$ cat src/hdl/sm64_pkg.sv
// ----------------------------------------------------------------------------
// SplitMix64 shared definitions
// Constants and widths used by the generator and its serial arithmetic units.
// ----------------------------------------------------------------------------
package sm64_pkg;

    localparam int WORD_W = 64;

    localparam logic [WORD_W-1:0] GOLDEN_STEP = 64'h9E37_79B9_7F4A_7C15;
    localparam logic [WORD_W-1:0] MIX_MUL_A   = 64'hBF58_476D_1CE4_E5B9;
    localparam logic [WORD_W-1:0] MIX_MUL_B   = 64'h94D0_49BB_1331_11EB;

    localparam int SHIFT_A    = 30;
    localparam int SHIFT_B    = 27;
    localparam int SHIFT_C    = 31;
    localparam int FRAC_SHIFT = 12;

    // Double layout.
    localparam int FRAC_W = WORD_W - FRAC_SHIFT;
    localparam int EXP_W  = 11;
    // Biased exponent when the leading one already sits at the top of the fraction.
    localparam logic [EXP_W-1:0] EXP_TOP = 11'd1022;

    // Constant multiplier: one digit of the constant per cycle.
    localparam int MUL_DIGIT = 4;
    localparam int MUL_STEPS = WORD_W / MUL_DIGIT;
    localparam int MUL_CNT_W = $clog2(MUL_STEPS);

    localparam int DIV_CNT_W  = $clog2(WORD_W);
    localparam int NORM_CNT_W = $clog2(FRAC_W);

    typedef logic [WORD_W-1:0] word_t;

endpackage

$ cat src/hdl/sm64_cmul.sv
// ----------------------------------------------------------------------------
// SplitMix64 digit-serial multiplier
// Low word of x times c, one radix-16 digit of c per cycle.
// ----------------------------------------------------------------------------
module sm64_cmul
    import sm64_pkg::*;
(
    input  logic  clk,
    input  logic  rst_n,
    input  logic  start,
    input  word_t x,
    input  word_t c,
    output logic  done,
    output word_t product
);

    word_t                mcand_reg, mcand_next;
    word_t                mult_reg, mult_next;
    word_t                acc_reg, acc_next;
    logic [MUL_CNT_W-1:0] cnt_reg, cnt_next;
    logic                 busy_reg, busy_next;
    logic                 done_reg, done_next;

    always_comb
    begin
        mcand_next = mcand_reg;
        mult_next  = mult_reg;
        acc_next   = acc_reg;
        cnt_next   = cnt_reg;
        busy_next  = busy_reg;
        done_next  = 1'b0;
        if (start)
        begin
            mcand_next = x;
            mult_next  = c;
            acc_next   = '0;
            cnt_next   = '0;
            busy_next  = 1'b1;
        end
        else if (busy_reg)
        begin
            acc_next   = acc_reg + (mcand_reg * WORD_W'(mult_reg[MUL_DIGIT-1:0]));
            mcand_next = mcand_reg << MUL_DIGIT;
            mult_next  = mult_reg >> MUL_DIGIT;
            cnt_next   = cnt_reg + 1'b1;
            if (cnt_reg == MUL_CNT_W'(MUL_STEPS - 1))
            begin
                busy_next = 1'b0;
                done_next = 1'b1;
            end
        end
    end

    always_ff @(posedge clk or negedge rst_n)
    begin
        if (!rst_n)
        begin
            busy_reg <= 1'b0;
            done_reg <= 1'b0;
            cnt_reg  <= '0;
        end
        else
        begin
            busy_reg <= busy_next;
            done_reg <= done_next;
            cnt_reg  <= cnt_next;
        end
    end

    always_ff @(posedge clk)
    begin
        mcand_reg <= mcand_next;
        mult_reg  <= mult_next;
        acc_reg   <= acc_next;
    end

    assign done    = done_reg;
    assign product = acc_reg;

endmodule

$ cat src/hdl/sm64_divu.sv
// ----------------------------------------------------------------------------
// SplitMix64 serial remainder
// Restoring division, one dividend bit per cycle; only the remainder is kept.
// ----------------------------------------------------------------------------
module sm64_divu
    import sm64_pkg::*;
(
    input  logic  clk,
    input  logic  rst_n,
    input  logic  start,
    input  word_t dividend,
    input  word_t divisor,
    output logic  done,
    output word_t remainder
);

    word_t                dvd_reg, dvd_next;
    word_t                dsr_reg, dsr_next;
    word_t                rem_reg, rem_next;
    logic [DIV_CNT_W-1:0] cnt_reg, cnt_next;
    logic                 busy_reg, busy_next;
    logic                 done_reg, done_next;
    logic [WORD_W:0]      trial;
    logic [WORD_W:0]      diff;

    always_comb
    begin
        trial      = {rem_reg, dvd_reg[WORD_W-1]};
        diff       = trial - {1'b0, dsr_reg};
        dvd_next   = dvd_reg;
        dsr_next   = dsr_reg;
        rem_next   = rem_reg;
        cnt_next   = cnt_reg;
        busy_next  = busy_reg;
        done_next  = 1'b0;
        if (start)
        begin
            dvd_next  = dividend;
            dsr_next  = divisor;
            rem_next  = '0;
            cnt_next  = '0;
            busy_next = 1'b1;
        end
        else if (busy_reg)
        begin
            // The remainder stays below the divisor, so the difference fits a word.
            if (!diff[WORD_W])
                rem_next = diff[WORD_W-1:0];
            else
                rem_next = trial[WORD_W-1:0];
            dvd_next = dvd_reg << 1;
            cnt_next = cnt_reg + 1'b1;
            if (cnt_reg == DIV_CNT_W'(WORD_W - 1))
            begin
                busy_next = 1'b0;
                done_next = 1'b1;
            end
        end
    end

    always_ff @(posedge clk or negedge rst_n)
    begin
        if (!rst_n)
        begin
            busy_reg <= 1'b0;
            done_reg <= 1'b0;
            cnt_reg  <= '0;
        end
        else
        begin
            busy_reg <= busy_next;
            done_reg <= done_next;
            cnt_reg  <= cnt_next;
        end
    end

    always_ff @(posedge clk)
    begin
        dvd_reg <= dvd_next;
        dsr_reg <= dsr_next;
        rem_reg <= rem_next;
    end

    assign done      = done_reg;
    assign remainder = rem_reg;

endmodule

$ cat src/hdl/sm64_norm.sv
// ----------------------------------------------------------------------------
// SplitMix64 fraction normalizer
// Shifts the 52-bit fraction left one bit per cycle and forms double bits.
// ----------------------------------------------------------------------------
module sm64_norm
    import sm64_pkg::*;
(
    input  logic              clk,
    input  logic              rst_n,
    input  logic              start,
    input  logic [FRAC_W-1:0] fraction,
    output logic              done,
    output word_t             unit_bits
);

    logic [FRAC_W-1:0]     man_reg, man_next;
    logic [NORM_CNT_W-1:0] shift_reg, shift_next;
    logic                  busy_reg, busy_next;
    logic                  done_reg, done_next;
    logic [EXP_W-1:0]      exponent;

    always_comb
    begin
        man_next   = man_reg;
        shift_next = shift_reg;
        busy_next  = busy_reg;
        done_next  = 1'b0;
        if (start)
        begin
            man_next   = fraction;
            shift_next = '0;
            busy_next  = 1'b1;
        end
        else if (busy_reg)
        begin
            if (man_reg[FRAC_W-1] || (man_reg == '0))
            begin
                busy_next = 1'b0;
                done_next = 1'b1;
            end
            else
            begin
                man_next   = man_reg << 1;
                shift_next = shift_reg + 1'b1;
            end
        end
    end

    always_ff @(posedge clk or negedge rst_n)
    begin
        if (!rst_n)
        begin
            busy_reg <= 1'b0;
            done_reg <= 1'b0;
        end
        else
        begin
            busy_reg <= busy_next;
            done_reg <= done_next;
        end
    end

    always_ff @(posedge clk)
    begin
        man_reg   <= man_next;
        shift_reg <= shift_next;
    end

    // The leading one becomes the hidden bit; the rest is the stored fraction.
    assign exponent  = EXP_TOP - EXP_W'(shift_reg);
    assign unit_bits = (man_reg == '0) ? '0
                                       : {1'b0, exponent, man_reg[FRAC_W-2:0], 1'b0};
    assign done      = done_reg;

endmodule

$ cat src/hdl/splitmix64_random_generator.sv
// ----------------------------------------------------------------------------
// SplitMix64 random generator
// Each beat gives one 64-bit draw as raw, ranged and unit-interval views.
// ----------------------------------------------------------------------------
// Once an input beat is accepted, the draw goes through two 16-step digit-serial
// multiplies for the mixing function, then a 64-step serial remainder for the
// ranged view, with the fraction normalizer running alongside it. One item is
// worked on at a time; in_stall stays high until the result is loaded, so a new
// item is not taken before then. A finished result may wait in the output
// register as the next item is taken. Writing seed_value loads the running
// state directly; write it only while the block is idle.
module splitmix64_random_generator
    import sm64_pkg::*;
(
    input  logic               clk,
    input  logic               rst_n,
    input  logic               seed_we,
    input  logic [63:0]        seed_value,
    input  logic               in_valid,
    output logic               in_stall,
    input  logic signed [63:0] range_low,
    input  logic signed [63:0] range_high,
    output logic               out_valid,
    input  logic               out_stall,
    output logic [63:0]        raw_value,
    output logic signed [63:0] ranged_value,
    output logic [63:0]        unit_bits
);

    typedef enum logic [2:0] {
        ST_IDLE,
        ST_MUL_A,
        ST_MUL_B,
        ST_TAIL,
        ST_HOLD
    } fsm_t;

    fsm_t  fsm_reg;
    word_t run_reg;
    word_t lo_reg;
    word_t span_reg;
    word_t draw_reg;
    logic  div_flag_reg;
    logic  norm_flag_reg;
    logic  out_valid_reg;
    word_t raw_reg;
    word_t ranged_reg;
    word_t unit_reg;

    logic  in_accept;
    logic  out_free;
    word_t lo_sel;
    word_t hi_sel;
    word_t new_state;
    word_t mul_x;
    word_t mul_c;
    logic  mul_start;
    logic  mul_done;
    word_t mul_prod;
    word_t draw_w;
    logic  tail_start;
    logic  div_done;
    word_t div_rem;
    logic  norm_done;
    word_t norm_bits;
    logic  tail_ready;
    word_t ranged_w;

    assign in_accept = in_valid && !in_stall;
    assign out_free  = !out_valid_reg || !out_stall;

    always_comb
    begin
        if ($signed(range_high) < $signed(range_low))
        begin
            lo_sel = range_high;
            hi_sel = range_low;
        end
        else
        begin
            lo_sel = range_low;
            hi_sel = range_high;
        end
        new_state = run_reg + GOLDEN_STEP;
        if (fsm_reg == ST_IDLE)
        begin
            mul_x = new_state ^ (new_state >> SHIFT_A);
            mul_c = MIX_MUL_A;
        end
        else
        begin
            mul_x = mul_prod ^ (mul_prod >> SHIFT_B);
            mul_c = MIX_MUL_B;
        end
        mul_start  = in_accept || ((fsm_reg == ST_MUL_A) && mul_done);
        draw_w     = mul_prod ^ (mul_prod >> SHIFT_C);
        tail_start = (fsm_reg == ST_MUL_B) && mul_done;
        tail_ready = (div_flag_reg || div_done) && (norm_flag_reg || norm_done);
        ranged_w   = (span_reg == '0) ? lo_reg : (lo_reg + div_rem);
    end

    sm64_cmul u_cmul (
        .clk     (clk),
        .rst_n   (rst_n),
        .start   (mul_start),
        .x       (mul_x),
        .c       (mul_c),
        .done    (mul_done),
        .product (mul_prod)
    );

    sm64_divu u_divu (
        .clk       (clk),
        .rst_n     (rst_n),
        .start     (tail_start),
        .dividend  (draw_w),
        .divisor   (span_reg),
        .done      (div_done),
        .remainder (div_rem)
    );

    sm64_norm u_norm (
        .clk       (clk),
        .rst_n     (rst_n),
        .start     (tail_start),
        .fraction  (draw_w[WORD_W-1:FRAC_SHIFT]),
        .done      (norm_done),
        .unit_bits (norm_bits)
    );

    always_ff @(posedge clk or negedge rst_n)
    begin
        if (!rst_n)
        begin
            fsm_reg       <= ST_IDLE;
            run_reg       <= '0;
            lo_reg        <= '0;
            span_reg      <= '0;
            draw_reg      <= '0;
            div_flag_reg  <= 1'b0;
            norm_flag_reg <= 1'b0;
            out_valid_reg <= 1'b0;
            raw_reg       <= '0;
            ranged_reg    <= '0;
            unit_reg      <= '0;
        end
        else
        begin
            if ((fsm_reg == ST_HOLD) && out_free)
                out_valid_reg <= 1'b1;
            else if (out_valid_reg && !out_stall)
                out_valid_reg <= 1'b0;
            // An input beat is taken only in the idle state.
            if (seed_we)
                run_reg <= seed_value;
            else if (in_accept)
                run_reg <= new_state;
            case (fsm_reg)
                ST_IDLE:
                begin
                    if (in_accept)
                    begin
                        lo_reg   <= lo_sel;
                        span_reg <= hi_sel - lo_sel;
                        fsm_reg  <= ST_MUL_A;
                    end
                end
                ST_MUL_A:
                begin
                    if (mul_done)
                        fsm_reg <= ST_MUL_B;
                end
                ST_MUL_B:
                begin
                    if (mul_done)
                    begin
                        draw_reg      <= draw_w;
                        div_flag_reg  <= 1'b0;
                        norm_flag_reg <= 1'b0;
                        fsm_reg       <= ST_TAIL;
                    end
                end
                ST_TAIL:
                begin
                    if (div_done)
                        div_flag_reg <= 1'b1;
                    if (norm_done)
                        norm_flag_reg <= 1'b1;
                    if (tail_ready)
                        fsm_reg <= ST_HOLD;
                end
                ST_HOLD:
                begin
                    if (out_free)
                    begin
                        raw_reg    <= draw_reg;
                        ranged_reg <= ranged_w;
                        unit_reg   <= norm_bits;
                        fsm_reg    <= ST_IDLE;
                    end
                end
                default:
                begin
                    fsm_reg <= ST_IDLE;
                end
            endcase
        end
    end

    assign in_stall     = (fsm_reg != ST_IDLE);
    assign out_valid    = out_valid_reg;
    assign raw_value    = raw_reg;
    assign ranged_value = ranged_reg;
    assign unit_bits    = unit_reg;

    // Once an item is taken, no further beat is accepted until its result is loaded.
    assert property (@(posedge clk) disable iff (!rst_n)
        in_accept |=> in_stall)
        else $error("input accepted while an item was in flight");

    // A new result appears only out of the hold state.
    assert property (@(posedge clk) disable iff (!rst_n)
        $rose(out_valid) |-> $past(fsm_reg == ST_HOLD))
        else $error("result loaded outside the hold state");

    // A nonzero unit value is a positive double below one.
    assert property (@(posedge clk) disable iff (!rst_n)
        (out_valid && (unit_bits != '0)) |->
            (!unit_bits[63] && (unit_bits[62:52] < 11'h3FF)))
        else $error("unit value outside [0,1)");

    // The multiplier finishes only while the sequencer waits for it.
    assert property (@(posedge clk) disable iff (!rst_n)
        mul_done |-> ((fsm_reg == ST_MUL_A) || (fsm_reg == ST_MUL_B)))
        else $error("multiplier finished outside a multiply step");

endmodule

$ cat config.mk
export PLATFORM = sky130hd
export DESIGN_NAME = splitmix64_random_generator
export DESIGN_NICKNAME = d
export VERILOG_FILES = /design/src/hdl/sm64_pkg.sv /design/src/hdl/sm64_cmul.sv /design/src/hdl/sm64_divu.sv /design/src/hdl/sm64_norm.sv /design/src/hdl/splitmix64_random_generator.sv
export SDC_FILE = /design/constraint.sdc
export NUM_CORES = 2
export LEC_CHECK = 0
export BUFFER_PORTS_ARGS = -buffer_cell sky130_fd_sc_hd__buf_2
export CAP_MARGIN = 40
export CORE_ASPECT_RATIO = 0.75
export CORE_MARGIN = 3
export CORE_UTILIZATION = 30
export CTS_CLUSTER_SIZE = 8
export DETAILED_ROUTE_END_ITERATION = 8
export GPL_ROUTABILITY_DRIVEN = 0
export SLEW_MARGIN = 15
export SYNTH_ARGS = -nofsm -noshare
export SYNTH_HDL_FRONTEND = slang
export SYNTH_SLANG_ARGS = --single-unit
$ cat constraint.sdc
create_clock -name clk -period 6.7 [get_ports clk]
set_clock_uncertainty 0.05 [all_clocks]
set_input_delay 1.34 -clock clk [delete_from_list [all_inputs] [get_ports clk]]
set_output_delay 1.34 -clock clk [all_outputs]
set_load 0.1 [all_outputs]
==> results by group <==
Flow run
  – Max-cap viol count: 0

STA
  – Final setup fails: 0
  – Slew headroom: 38.6%
  – Final Cycle Share: between 90% and 100%
  – Setup tns final: 0 ps
  – Pins Over Slew Limit: 0
  – Worst-Margin Slew: 921 ps
  – Setup repair after global routing missed its margin: false
  – Fin crit period: 6330 ps
  – Final setup margin: 374 ps
  – Max Clock Freq: 158 MHz
  – Fin. Hold Viols: 0

Floorplan
  – Number of I/O pins: approximately 390
  – Core Box Area: just under 200000 sq um
  – Die area: about 200000 sq um
  – Die height: between 300 and 400 um
  – Rows: 140
  – Starting density of the core: 30.3%
  – Die span in x: slightly above 500 um

Setup path
  – Worst reg-to-reg path cell count: 27
  – Reg-to-reg slack, setup: ~370 ps
  – Kind of critical path: flop to flop
  – Critical Path Sink Type: flop
  – Crit path launch type: flop
  – Arr. time, crit path: about 6900 ps
  – Worst EP required: roughly 7300 ps
  – RR Startpoint: u_cmul.mult_reg[2]
  – Max Fanout on Critical Path: 13
  – Worst r2r dst: u_cmul.product[61]

Synth
  – EDFF count, synth: between 300 and 400
  – Top-area cell type share of the netlist area: ~20%
  – Synthesized area: about 60000 sq um
  – Synth Warn #: 0
  – Yosys reg bits: ~910
  – Ys async rst share: a little over 50%
  – Synth Instances: about 6800
  – Sequential share of the synthesized area: between 30% and 40%
  – Main synth FF type: dfrtp_1
  – Largest cells by area after synthesis: dfrtp_1, edfxtp_1, nand2_1, fa_1, ha_1
  – Yosys cell types: slightly above 100
  – Largest area contributor in the netlist: dfrtp_1
  – Avg Cell Area, Syn: between 8 and 9 sq um

Clock tree
  – Number of clock sinks: between 900 and 1000
  – Worst-Skew Late Latency: approximately 790 ps
  – Total CTS buffers: about 130
  – Hold-fix buffers, CTS: 0
  – Clock root cell: clkbuf_16
  – CTS H-Tree Depth: 4
  – Reg clk slew, reported paths: about 50 ps
  – Worst-case clock buffer depth: 3
  – CTS tree: done

Route
  – DR iter-0 viols: about 5800
  – Vias per std cell: 5.24
  – DRC viols: 0
  – Via Count: between 50000 and 60000
  – Drt pass-1 iters: 6
  – WL final: 216 mm
  – Drt wl/cell: approximately 22 um
  – Antenna violation net count after detailed routing: 0

Cells and area
  – Reg area: between 20000 and 25000 sq um
  – Area of the multi-input gates: ~33000 sq um
  – P&R area growth vs syn: 16.4%
  – Layout cells sized above 1: ~11%
  – Net count reported at finish: 7765
  – Fin cells: ~10000
  – Fill cells: 19900
  – Finished Core Util: a little over a third

GRT
  – Number of antenna violations at the first check in global routing: 28
  – Largest net degree at the start of global routing: ~130
  – First-pass GRT wire length: 320 mm
  – Total global routing overflow: 0
  – Total GRT Usage: approximately a fifth
  – Vias in the first global route: roughly 50000

Min path
  – Cell depth of the worst hold path: 2
  – Min-delay src: unit_bits[34]
  – Worst hold path type: flop to flop
  – Hold Path End: unit_bits[34]

Place
  – Placed cells: between 9000 and 10000
  – Post-detail-place hpwl: 166 mm
  – Port Buffers: between 300 and 400
  – Placement Setup Slack: about 65 ps

Run status
  – Status: completed
area by class of cell:
cell class | count | area share (%)
flip-flops and latches | 905 | 34.2
multi-input cells | 5165 | 47.9
repair buffers | 580 | 5.29
inverters | 336 | 1.85
clock buffers | 213 | 5.38
clock inverters | 18 | 0.585
well taps | 2627 | 4.78
diodes | 22 | 0.0800
metal layers:
| layer | up-vias | share of wire (%) | global-route usage, % |
|---|---|---|---|
| li1 | 23900 | - | - |
| met1 | 25100 | 47 | 31.5 |
| met2 | 2330 | 38 | 26.6 |
| met3 | 332 | 12 | 7.50 |
| met4 | 2 | 2.8 | 6.14 |
| met5 | - | 0.0060 | 0 |
critical path, stage by stage, from the launching register on:
cell,delay [ps]
edfxtp_1,530
buf_4,260
and2_1,160
ha_1,190
inv_1,70
fa_1,430
fa_1,500
inv_1,50
ha_1,280
a21oi_1,70
o21bai_1,220
a21oi_1,150
a21oi_1,320
a21oi_1,130
buf_4,170
o21ai_0,320
a31oi_1,190
o21ai_1,250
a41o_1,230
a21oi_1,100
o311ai_2,440
nand2_1,110
o31ai_1,230
buf_4,160
a221o_1,210
nand3_1,110
mux2i_1,180
nand2_1,70
how the worst max path moves through the flow:
stage	start	end	slack, ps	cells past startpoint
2_1_floorplan	u_cmul.mult_reg[1]	u_cmul.product[61]	790	25
3_3_place_gp	range_low[58]	span_reg[57]	130	22
3_5_place_dp	range_low[50]	span_reg[57]	70	22
4_1_cts	u_cmul.mult_reg[2]	u_cmul.product[61]	130	27
5_1_grt	u_cmul.mult_reg[1]	u_cmul.product[62]	0.2	26
6_report	u_cmul.mult_reg[2]	u_cmul.product[61]	370	27
placed cells by master, fill, tap and decap left out, types with 153 or more instances in the layout:
cell type  synthesis  layout
xor2_1           186     186
a21o_1           153     153
o21ai_0          410     408
xnor2_1          277     277
ha_1             262     262
buf_2             12     387
edfxtp_1         306     306
dfrtp_1          465     463
a21oi_1          354     353
buf_4             13     173
nand2_1         1404    1401
nor2_1           648     647
inv_1            333     331
fa_1             184     184
synthesized netlist by cell type, types with 89 or more instances:
library cell / instances
xor2_1: 186
dfxtp_1: 134
inv_1: 333
o21ai_0: 410
dfrtp_1: 465
and2_1: 89
xnor2_1: 277
edfxtp_1: 306
fa_1: 184
nor2_1: 648
a21oi_1: 354
ha_1: 262
nand2_1: 1404
a31oi_1: 99
a21o_1: 153
clkbuf_1: 310
mux2i_1: 111
what timing repair did:
| item | in CTS | in global routing |
|---|---|---|
| gates resized for setup | 0 | 5 |
| setup endpoints to repair | 0 | 8 |
| hold endpoints to repair | 0 | 0 |
| buffers inserted | 0 | 0 |
kinds of logic (layout without fill, tap and decap cells):
| logic type | count (synthesis) | after routing | share of synthesized area, % |
|---|---|---|---|
| simple gates | 2670 | 2670 | 19.5 |
| compound gates | 1470 | 1470 | 15.6 |
| flops | 905 | 905 | 39.8 |
| buf+inv | 701 | 1147 | 4.65 |
| xor+xnor | 463 | 463 | 6.86 |
| fa+ha+maj | 446 | 446 | 11.8 |
| mux | 113 | 113 | 1.92 |
| other cells | 1 | 25 | 0.00634 |
per-stage QoR:
stage	instance area (sq um)	hold slack (ps)
finish	68800	416
global route	68800	439
CTS	68700	391
detailed placement	64500	405
global placement	64400	400
floorplan	59100	389
Power is not shown: default switching activity piles up to over one toggle a cycle in this logic, so the estimate is an artifact.
